File: config.mk
export PLATFORM = sky130hd
export DESIGN_NAME = four_channel_pwm_timer
export DESIGN_NICKNAME = d
export VERILOG_FILES = /design/src/hdl/fcpwm_pkg.sv /design/src/hdl/fcpwm_front.sv /design/src/hdl/fcpwm_back.sv /design/src/hdl/four_channel_pwm_timer.sv
export SDC_FILE = /design/constraint.sdc
export NUM_CORES = 2
export LEC_CHECK = 0
export BUFFER_PORTS_ARGS = -buffer_cell sky130_fd_sc_hd__buf_2
export CAP_MARGIN = 0
export CORE_AREA = 8 8 278 280
export CTS_CLUSTER_SIZE = 20
export DETAILED_ROUTE_END_ITERATION = 10
export DIE_AREA = 0 0 286 288
export HOLD_SLACK_MARGIN = 0.06
export PLACE_DENSITY = 0.78
export SYNTH_ARGS = -nofsm -noshare
export SYNTH_HDL_FRONTEND = slang
export SYNTH_SLANG_ARGS = --single-unit
File: constraint.sdc
create_clock -name clk -period 19.45 [get_ports clk]
set_input_delay 2.9175 -clock clk [delete_from_list [all_inputs] [get_ports clk]]
set_output_delay 2.9175 -clock clk [all_outputs]
set_load 0.02 [all_outputs]
File: src/hdl/fcpwm_pkg.sv
// ----------------------------------------------------------------------------
// fcpwm_pkg: shared types and constants of the four-channel PWM timer.
// Holds the beat structs, command codes, register indexes and widths.
// ----------------------------------------------------------------------------
package fcpwm_pkg;

  localparam int CHANNELS_DEF     = 4;
  localparam int COUNTER_BITS_DEF = 16;
  localparam int CMP_W            = 17;
  localparam int DUTY_FULL        = 100;

  typedef enum logic [2:0] {
    CMD_TICK       = 3'd0,
    CMD_SET_DUTY   = 3'd1,
    CMD_SET_PULSE  = 3'd2,
    CMD_READ_DUTY  = 3'd3,
    CMD_READ_PULSE = 3'd4
  } cmd_e;

  typedef enum logic [1:0] {
    REG_PRESCALE = 2'd0,
    REG_PERIOD   = 2'd1,
    REG_ENABLE   = 2'd2
  } reg_e;

  typedef struct packed {
    logic [2:0]  cmd;
    logic [2:0]  channel;
    logic [15:0] value;
    logic [4:0]  resolution;
  } in_item_t;

  typedef struct packed {
    logic        ok;
    logic [16:0] read_value;
    logic [3:0]  pwm_out;
  } out_item_t;

  // Classified operation handed from the front end to the execution unit.
  typedef enum logic [2:0] {
    OP_TICK,
    OP_FAIL,
    OP_SET,
    OP_READ_DUTY,
    OP_READ_PULSE
  } op_e;

  typedef struct packed {
    op_e         op;
    logic [2:0]  channel;
    logic [47:0] dividend;
    logic [16:0] divisor;
  } job_t;

endpackage

File: src/hdl/fcpwm_front.sv
// ----------------------------------------------------------------------------
// fcpwm_front: accepts input beats, validates channel and command, and
// prepares each conversion's divisor, and a write's dividend, as a queued job.
// ----------------------------------------------------------------------------
module fcpwm_front #(
  parameter int CHANNELS = fcpwm_pkg::CHANNELS_DEF
) (
  input  logic                  clk,
  input  logic                  rst,
  input  logic                  in_valid,
  output logic                  in_ready,
  input  fcpwm_pkg::in_item_t   in_data,
  input  logic [15:0]           period_minus_one,
  input  logic [CHANNELS-1:0]   channel_enable,
  output logic                  job_valid,
  input  logic                  job_ready,
  output fcpwm_pkg::job_t       job
);

  logic            busy;
  fcpwm_pkg::job_t job_next;
  logic            valid_ch;
  logic [16:0]     span;
  logic [6:0]      duty;
  logic [4:0]      res;
  logic [16:0]     mval;
  logic [15:0]     pclamp;

  assign in_ready    = !busy || job_ready;
  assign job_valid   = busy;
  assign span        = {1'b0, period_minus_one} + 17'd1;

  always_comb begin
    valid_ch = 1'b0;
    for (int i = 0; i < CHANNELS; i++) begin
      if (in_data.channel == 3'(i) && channel_enable[i]) valid_ch = 1'b1;
    end
  end

  // Conversion operands; the product is formed before the divider.
  // The duty read takes its compare value in the execution unit, so that a
  // write still in progress there is seen.
  always_comb begin
    duty   = (in_data.value > 16'(fcpwm_pkg::DUTY_FULL)) ? 7'(fcpwm_pkg::DUTY_FULL)
                                                         : in_data.value[6:0];
    res    = (in_data.resolution < 5'd1) ? 5'd1 :
             ((in_data.resolution > 5'd16) ? 5'd16 : in_data.resolution);
    mval   = (17'd1 << res) - 17'd1;
    pclamp = ({1'b0, in_data.value} > mval) ? mval[15:0] : in_data.value;
    job_next.channel  = in_data.channel;
    job_next.dividend = '0;
    job_next.divisor  = 17'd1;
    if (in_data.cmd == fcpwm_pkg::CMD_TICK) begin
      job_next.op = fcpwm_pkg::OP_TICK;
    end else if (in_data.cmd > fcpwm_pkg::CMD_READ_PULSE || !valid_ch) begin
      job_next.op = fcpwm_pkg::OP_FAIL;
    end else begin
      unique case (in_data.cmd)
        fcpwm_pkg::CMD_SET_DUTY: begin
          job_next.op       = fcpwm_pkg::OP_SET;
          job_next.dividend = 48'({7'd0, span} * {17'd0, duty});
          job_next.divisor  = 17'(fcpwm_pkg::DUTY_FULL);
        end
        fcpwm_pkg::CMD_SET_PULSE: begin
          job_next.op       = fcpwm_pkg::OP_SET;
          job_next.dividend = 48'({16'd0, span} * {17'd0, pclamp});
          job_next.divisor  = mval;
        end
        fcpwm_pkg::CMD_READ_DUTY: begin
          job_next.op       = fcpwm_pkg::OP_READ_DUTY;
          job_next.divisor  = (period_minus_one == 16'd0) ? 17'd1
                                                          : {1'b0, period_minus_one};
        end
        default: begin
          job_next.op = fcpwm_pkg::OP_READ_PULSE;
        end
      endcase
    end
  end

  // One-entry queue toward the execution unit.
  always_ff @(posedge clk) begin
    if (rst) begin
      busy <= 1'b0;
    end else if (in_valid && in_ready) begin
      busy <= 1'b1;
    end else if (job_ready) begin
      busy <= 1'b0;
    end
    if (in_valid && in_ready) job <= job_next;
  end

endmodule

File: src/hdl/fcpwm_back.sv
// ----------------------------------------------------------------------------
// fcpwm_back: executes jobs with a bit-serial divider, owns the counters and
// compare registers, and holds the result beat in an output register.
// ----------------------------------------------------------------------------
module fcpwm_back #(
  parameter int CHANNELS     = fcpwm_pkg::CHANNELS_DEF,
  parameter int COUNTER_BITS = fcpwm_pkg::COUNTER_BITS_DEF
) (
  input  logic                  clk,
  input  logic                  rst,
  input  logic                  job_valid,
  output logic                  job_ready,
  input  fcpwm_pkg::job_t       job,
  input  logic [15:0]           prescale_minus_one,
  input  logic [15:0]           period_minus_one,
  input  logic [CHANNELS-1:0]   channel_enable,
  input  logic [CHANNELS-1:0]   clear_pending,
  output logic                  out_valid,
  input  logic                  out_ready,
  output fcpwm_pkg::out_item_t  out_data
);

  typedef enum logic [1:0] {S_IDLE, S_DIV, S_DONE} state_t;

  localparam int STEPS = 48;

  state_t                state;
  logic [5:0]            step;
  logic [47:0]           quo;
  logic [16:0]           rem;
  logic [17:0]           trial;
  fcpwm_pkg::job_t       cur;
  logic [COUNTER_BITS-1:0] prescale_count;
  logic [COUNTER_BITS-1:0] period_count;
  logic [16:0]           pending [CHANNELS];
  logic [16:0]           active  [CHANNELS];
  logic [CHANNELS-1:0]   levels;
  logic                  out_free;
  logic                  done_now;
  logic                  pre_wrap;
  logic                  per_wrap;
  logic [16:0]           pend_job;
  logic [16:0]           pend_cur;
  logic [16:0]           rv_next;
  logic [CHANNELS-1:0]   pwm_next;

  assign out_free  = !out_valid || out_ready;
  assign job_ready = (state == S_IDLE) && out_free;
  assign done_now  = (state == S_DONE) && out_free;
  assign trial     = {rem, quo[47]} - {1'b0, cur.divisor};
  assign pre_wrap  = prescale_count >= COUNTER_BITS'(prescale_minus_one);
  assign per_wrap  = period_count >= COUNTER_BITS'(period_minus_one);

  // Compare values of the incoming job's channel and of the current job's.
  always_comb begin
    pend_job = '0;
    pend_cur = '0;
    for (int i = 0; i < CHANNELS; i++) begin
      if (job.channel == 3'(i)) pend_job = pending[i];
      if (cur.channel == 3'(i)) pend_cur = pending[i];
    end
  end

  // Output levels for a given period count.
  function automatic logic [CHANNELS-1:0] lv(input logic [COUNTER_BITS-1:0] pc);
    logic [CHANNELS-1:0] r;
    for (int i = 0; i < CHANNELS; i++) begin
      r[i] = channel_enable[i] && (COUNTER_BITS'(pc) < active[i]);
    end
    return r;
  endfunction

  always_comb levels = lv(period_count);

  // Result fields of the current job, with the channel levels after the job.
  always_comb begin
    rv_next  = '0;
    pwm_next = levels;
    unique case (cur.op)
      fcpwm_pkg::OP_TICK: begin
        if (pre_wrap) begin
          if (per_wrap) begin
            for (int i = 0; i < CHANNELS; i++) begin
              pwm_next[i] = channel_enable[i] && (pending[i] != 17'd0);
            end
          end else begin
            pwm_next = lv(period_count + 1'b1);
          end
        end
      end
      fcpwm_pkg::OP_READ_DUTY:  rv_next = {9'd0, quo[7:0]};
      fcpwm_pkg::OP_READ_PULSE: rv_next = pend_cur;
      default: ;
    endcase
  end

  always_ff @(posedge clk) begin
    if (rst) begin
      state          <= S_IDLE;
      out_valid      <= 1'b0;
      prescale_count <= '0;
      period_count   <= '0;
      for (int i = 0; i < CHANNELS; i++) begin
        pending[i] <= '0;
        active[i]  <= '0;
      end
    end else begin
      if (done_now) begin
        out_valid <= 1'b1;
      end else if (out_ready) begin
        out_valid <= 1'b0;
      end
      // Channel start clears the compare; a finished write loads it.
      for (int i = 0; i < CHANNELS; i++) begin
        if (clear_pending[i]) begin
          pending[i] <= '0;
        end else if (done_now && cur.op == fcpwm_pkg::OP_SET && cur.channel == 3'(i)) begin
          pending[i] <= quo[16:0];
        end
      end
      // Prescaler and period counter advance on a finished tick.
      if (done_now && cur.op == fcpwm_pkg::OP_TICK) begin
        if (pre_wrap) begin
          prescale_count <= '0;
          if (per_wrap) begin
            period_count <= '0;
            for (int i = 0; i < CHANNELS; i++) active[i] <= pending[i];
          end else begin
            period_count <= period_count + 1'b1;
          end
        end else begin
          prescale_count <= prescale_count + 1'b1;
        end
      end
      unique case (state)
        S_IDLE: begin
          if (job_valid && job_ready) begin
            cur   <= job;
            quo   <= (job.op == fcpwm_pkg::OP_READ_DUTY)
                     ? 48'({7'd0, pend_job} * 24'(fcpwm_pkg::DUTY_FULL))
                     : job.dividend;
            rem   <= '0;
            step  <= '0;
            state <= (job.op == fcpwm_pkg::OP_SET ||
                      job.op == fcpwm_pkg::OP_READ_DUTY) ? S_DIV : S_DONE;
          end
        end
        // Restoring division, one quotient bit per cycle.
        S_DIV: begin
          if (!trial[17]) begin
            rem <= trial[16:0];
            quo <= {quo[46:0], 1'b1};
          end else begin
            rem <= {rem[15:0], quo[47]};
            quo <= {quo[46:0], 1'b0};
          end
          if (step == 6'(STEPS - 1)) state <= S_DONE;
          step <= step + 6'd1;
        end
        S_DONE: begin
          if (out_free) begin
            state               <= S_IDLE;
            out_data.ok         <= (cur.op != fcpwm_pkg::OP_FAIL);
            out_data.read_value <= rv_next;
            out_data.pwm_out    <= 4'(pwm_next);
          end
        end
        default: state <= S_IDLE;
      endcase
    end
  end

endmodule

File: src/hdl/four_channel_pwm_timer.sv
// ----------------------------------------------------------------------------
// four_channel_pwm_timer: four-channel edge-aligned PWM timer.
// Top level with configuration registers, front end and execution unit.
// ----------------------------------------------------------------------------
// Usage: input beats (in_valid/in_ready) carry a tick, a duty or pulse write,
// or a duty or pulse read. Each gives exactly one result beat on
// out_valid/out_ready with ok, read_value and the channel levels after the
// item. Configuration writes (cfg_valid/cfg_ready, cfg_index, cfg_data) set
// the prescaler, period and channel enables, and must be issued only while
// no item is in flight.
// Ticks, failures and pulse reads pass from the front-end job register through
// the execution unit to the result register; duty and pulse writes and duty
// reads also pass through the shared restoring divider, which produces one
// quotient bit per cycle over a 48-bit dividend. One item is executed at a
// time; the front end holds one more.
// Reset (rst, synchronous) clears counters, compares and enables, and sets
// the period to its maximum. A stalled receiver holds the result register,
// and the execution unit then stops before finishing the next item.
// ----------------------------------------------------------------------------
module four_channel_pwm_timer #(
  parameter int CHANNELS     = fcpwm_pkg::CHANNELS_DEF,
  parameter int COUNTER_BITS = fcpwm_pkg::COUNTER_BITS_DEF
) (
  input  logic                 clk,
  input  logic                 rst,
  input  logic                 in_valid,
  output logic                 in_ready,
  input  fcpwm_pkg::in_item_t  in_data,
  output logic                 out_valid,
  input  logic                 out_ready,
  output fcpwm_pkg::out_item_t out_data,
  input  logic                 cfg_valid,
  output logic                 cfg_ready,
  input  logic [1:0]           cfg_index,
  input  logic [15:0]          cfg_data
);

  logic [15:0]          prescale_minus_one;
  logic [15:0]          period_minus_one;
  logic [CHANNELS-1:0]  channel_enable;
  logic [CHANNELS-1:0]  clear_pending;
  logic [CHANNELS-1:0]  enable_new;
  logic                 job_valid;
  logic                 job_ready;
  fcpwm_pkg::job_t      job;

  assign cfg_ready  = 1'b1;
  assign enable_new = CHANNELS'(cfg_data[3:0]);
  assign clear_pending = (cfg_valid && cfg_index == fcpwm_pkg::REG_ENABLE)
                         ? (enable_new & ~channel_enable) : '0;

  // Configuration registers.
  always_ff @(posedge clk) begin
    if (rst) begin
      prescale_minus_one <= '0;
      period_minus_one   <= 16'hFFFF;
      channel_enable     <= '0;
    end else if (cfg_valid) begin
      unique case (cfg_index)
        fcpwm_pkg::REG_PRESCALE: prescale_minus_one <= cfg_data;
        fcpwm_pkg::REG_PERIOD:   period_minus_one   <= cfg_data;
        fcpwm_pkg::REG_ENABLE:   channel_enable     <= enable_new;
        default: ;
      endcase
    end
  end

  fcpwm_front #(.CHANNELS(CHANNELS)) u_front (
    .clk, .rst, .in_valid, .in_ready, .in_data,
    .period_minus_one, .channel_enable,
    .job_valid, .job_ready, .job
  );

  fcpwm_back #(.CHANNELS(CHANNELS), .COUNTER_BITS(COUNTER_BITS)) u_back (
    .clk, .rst, .job_valid, .job_ready, .job,
    .prescale_minus_one, .period_minus_one, .channel_enable, .clear_pending,
    .out_valid, .out_ready, .out_data
  );

  // A held result must not change while stalled.
  a_hold: assert property (@(posedge clk) disable iff (rst)
    out_valid && !out_ready |=> out_valid && $stable(out_data))
    else $error("result changed while stalled");

  // A failed command never reports a value.
  a_fail_zero: assert property (@(posedge clk) disable iff (rst)
    out_valid && !out_data.ok |-> out_data.read_value == 17'd0)
    else $error("failed command returned a value");

  // The job queue keeps its beat until the execution unit takes it.
  a_job_hold: assert property (@(posedge clk) disable iff (rst)
    job_valid && !job_ready |=> job_valid && $stable(job))
    else $error("queued job lost");

endmodule

==> impl_metrics.yaml <==
timing:
  finalCritPeriodShare_pct: 67.5
  worst_pin_slew_ns: 1.22
  max_freq_mhz: 76.2
  finalCriticalPeriod_ns: 13.12
  tns_ns: 0
  drv_slew: 0
  slew_headroom_pct: 18.2
  rsz0062_at_grt: "no"
  hold_viol_final: 0
  fin_skew_ns: 0.0431
  setup_viol_count_final: 0
critical_path:
  start_kind: "primary input"
  path_common_cell: "inv_1"
  critical_path_buf_inv_count: 8
  reg2reg_slack_ns: 10.91
  critPathLaunch: "in_data[4]"
  cpPeakStageDelay_ns: 0.92
  slowest_stage: "o21bai_4"
  r2r_cells: 25
  crit_arrival_ns: 13.44
  r2r-end: "u_front.job[48]"
  path_max_fanout: 24
  worstSetupPathDepth: 38
  cp.required_ns: 19.77
  r2r-start: "period_minus_one[0]"
  end_kind: "flip-flop"
  path_class: "in -> reg"
  crit_end: "u_front.job[48]"
  cp_top_family: "adder cells"
yosys:
  synthSimpleGateAreaFrac_pct: 16.1
  netlist_area_um2: 36100
  yosysSeqAreaShare_pct: 29.6
  ys_warn_count: 0
  synthMuxAreaShare_pct: 3.24
  synth_top_area_share_pct: 25.6
  ys_top_cells_by_area: "edfxtp_1 26%, fa_1 16%, ha_1 14%"
  synth_top_family_by_area: "adder cells"
  synth_xor_area_share_pct: 3.34
  ys_ff_latch: 380
  async_flop_share_pct: 0
  synth_largest_area_cell: "edfxtp_1"
  synth_enable_flop_cells: 308
  yosys.area_share.adder_pct: 29.9
  postSynthCellCount: 3784
  synth_compound_area_share_pct: 10.7
  synth-main-ff-cell: "edfxtp_1"
  yosysUniqueCellTypes: 84
  avgSynthCellArea_um2: 9.55
global_route:
  antenna_found_initial: 3
  grt_max_degree: 85
  grt_pass1_vias: 27899
  grt_usage_pct: 23.6
  grt_first_pass_wirelength_mm: 155
  overflow: 0
detailed_routing:
  wirelength_mm: 98.2
  first_iter_violations: 2579
  first_pass_iters: 6
  via_per_inst: 5.79
  antenna_left: 0
  num_vias: 27772
  route.detailed.drc: 0
  post_drt_wl_per_cell_um: 20.5
cells_and_area:
  layout.nets: 4537
  fillers: 6422
  final_cell_mix: "541 x inv_1, 391 x ha_1, 390 x nand2_1"
  mostFrequentLayoutCell: "inv_1"
  layout-drive-gt1-share_pct: 6.29
  syn_to_final_growth_pct: 7.73
floorplan:
  die_width_um: 286
  die_h_um: 288
  ios: 75
  die-area_um2: 82400
  start_util_pct: 49.8
  core_area_um2: 72600
  std_cell_rows: 99
clocking:
  cts_num_sinks: 380
  cts_resized: 0
  cts_buffers: 43
  clk_pin_slew_ns: 0.06
  root_buffer: "clkbuf_16"
  clockBufferDepth: 3
  h-tree-depth: 2
  postCtsSetupBuffers: 0
  clk_latency_ns: 0.61
  ctsHoldBuffers: 0
  tritoncts: "yes"
hold_path:
  hold_path_class: "reg -> reg"
  min-delay-start: "u_front.job[16]"
place:
  routabilityCongestion: 0.971
  hpwl_mm: 75.9
  port_buffers: 73
job:
  max-cap-violations: 0
status:
  outcome: "completed"
==> cell type report <==
| class | count | area (um^2) | area share [%] |
|---|---|---|---|
| Multi-Input combinational cell | 2724 | 22900 | 58.9 |
| Sequential cell | 380 | 10700 | 27.5 |
| Inverter | 542 | 2030 | 5.23 |
| Tap cell | 959 | 1200 | 3.08 |
| Clock buffer | 48 | 1140 | 2.92 |
| Timing Repair Buffer | 110 | 643 | 1.65 |
| Clock inverter | 29 | 282 | 0.723 |
| Antenna cell | 1 | 2.50 | 0.00643 |
==> synthesized netlist by cell type (6+ instances only) <==
master and number:
a31oi_1 14, mux4_2 8, buf_1 13, nor3b_1 9
a21o_1 58, nor2_1 325, a211o_1 34, and2_1 181
o211ai_1 11, xor2_1 47, a21oi_1 155, a22oi_1 12
fa_1 295, mux2i_4 6, or2_2 10, clkbuf_1 116
inv_1 541, a2111oi_0 10, mux2i_1 66, edfxtp_1 308
nor4_1 25, mux2_2 6, nand2b_1 39, nand4_1 26
o2111ai_1 6, dfxtp_1 72, o21a_1 29, nand2_1 391
and3_1 31, a211oi_1 58, or3_1 10, nand3_1 54
o21ai_0 105, a21boi_0 8, nor3_1 34, buf_2 7
nor2b_1 64, o21bai_1 8, ha_1 391, a22o_1 9
xnor2_1 91
==> metrics by stage <==
step | cell area (um^2) | hold slack (ns) | std cells | worst slack [ns] | utilization [%]
after global placement | 37500 | 0.402 | 4715 | 6.24 | 51.7
after global routing | 38900 | 0.418 | 4792 | 5.70 | 53.6
after floorplan | 36100 | 0.400 | 3786 | 7.28 | -
final | 38900 | 0.416 | 4793 | 6.33 | 53.6
after detailed placement | 37500 | 0.405 | 4715 | 5.86 | 51.7
after CTS | 38900 | 0.413 | 4792 | 6.49 | 53.6
==> flip-flops by register name, indices dropped and copies added (netlist names), 17 cells and up <==
name             count
u_back.quo          48
u_back.out_data     22
u_back.rem          17
u_back.cur          23
u_back.active       68
u_back.pending      68
u_front.job         56
==> metal layers <==
metal	share of wire (%)	global-route usage, %
met1	40	30.8
met2	46	38.2
met3	8.4	4.16
met4	5.0	10.9
met5	0.023	0
==> cell families after synthesis <==
logic type,after synthesis
AOI/OAI and AO/OA,581
adders and majority gates,686
DFF,380
and+or+nand+nor,1221
muxes,95
other,1
buffers and inverters,682
xor gates and xnor gates,138
==> how the worst min path moves through the flow <==
| stage | to | slack, ns | depth (start not counted) |
|---|---|---|---|
| global placement | u_back.cur[12] | 0.40 | 0 |
| detailed placement | u_back.cur[13] | 0.41 | 0 |
| global route | u_back.cur[12] | 0.42 | 0 |
| finish | u_back.cur[16] | 0.42 | 0 |
| CTS | u_back.cur[16] | 0.41 | 0 |
| floorplan | u_back.cur[0] | 0.40 | 0 |
Power is not shown: default switching activity piles up to over one toggle a cycle in this logic, so the estimate is an artifact.
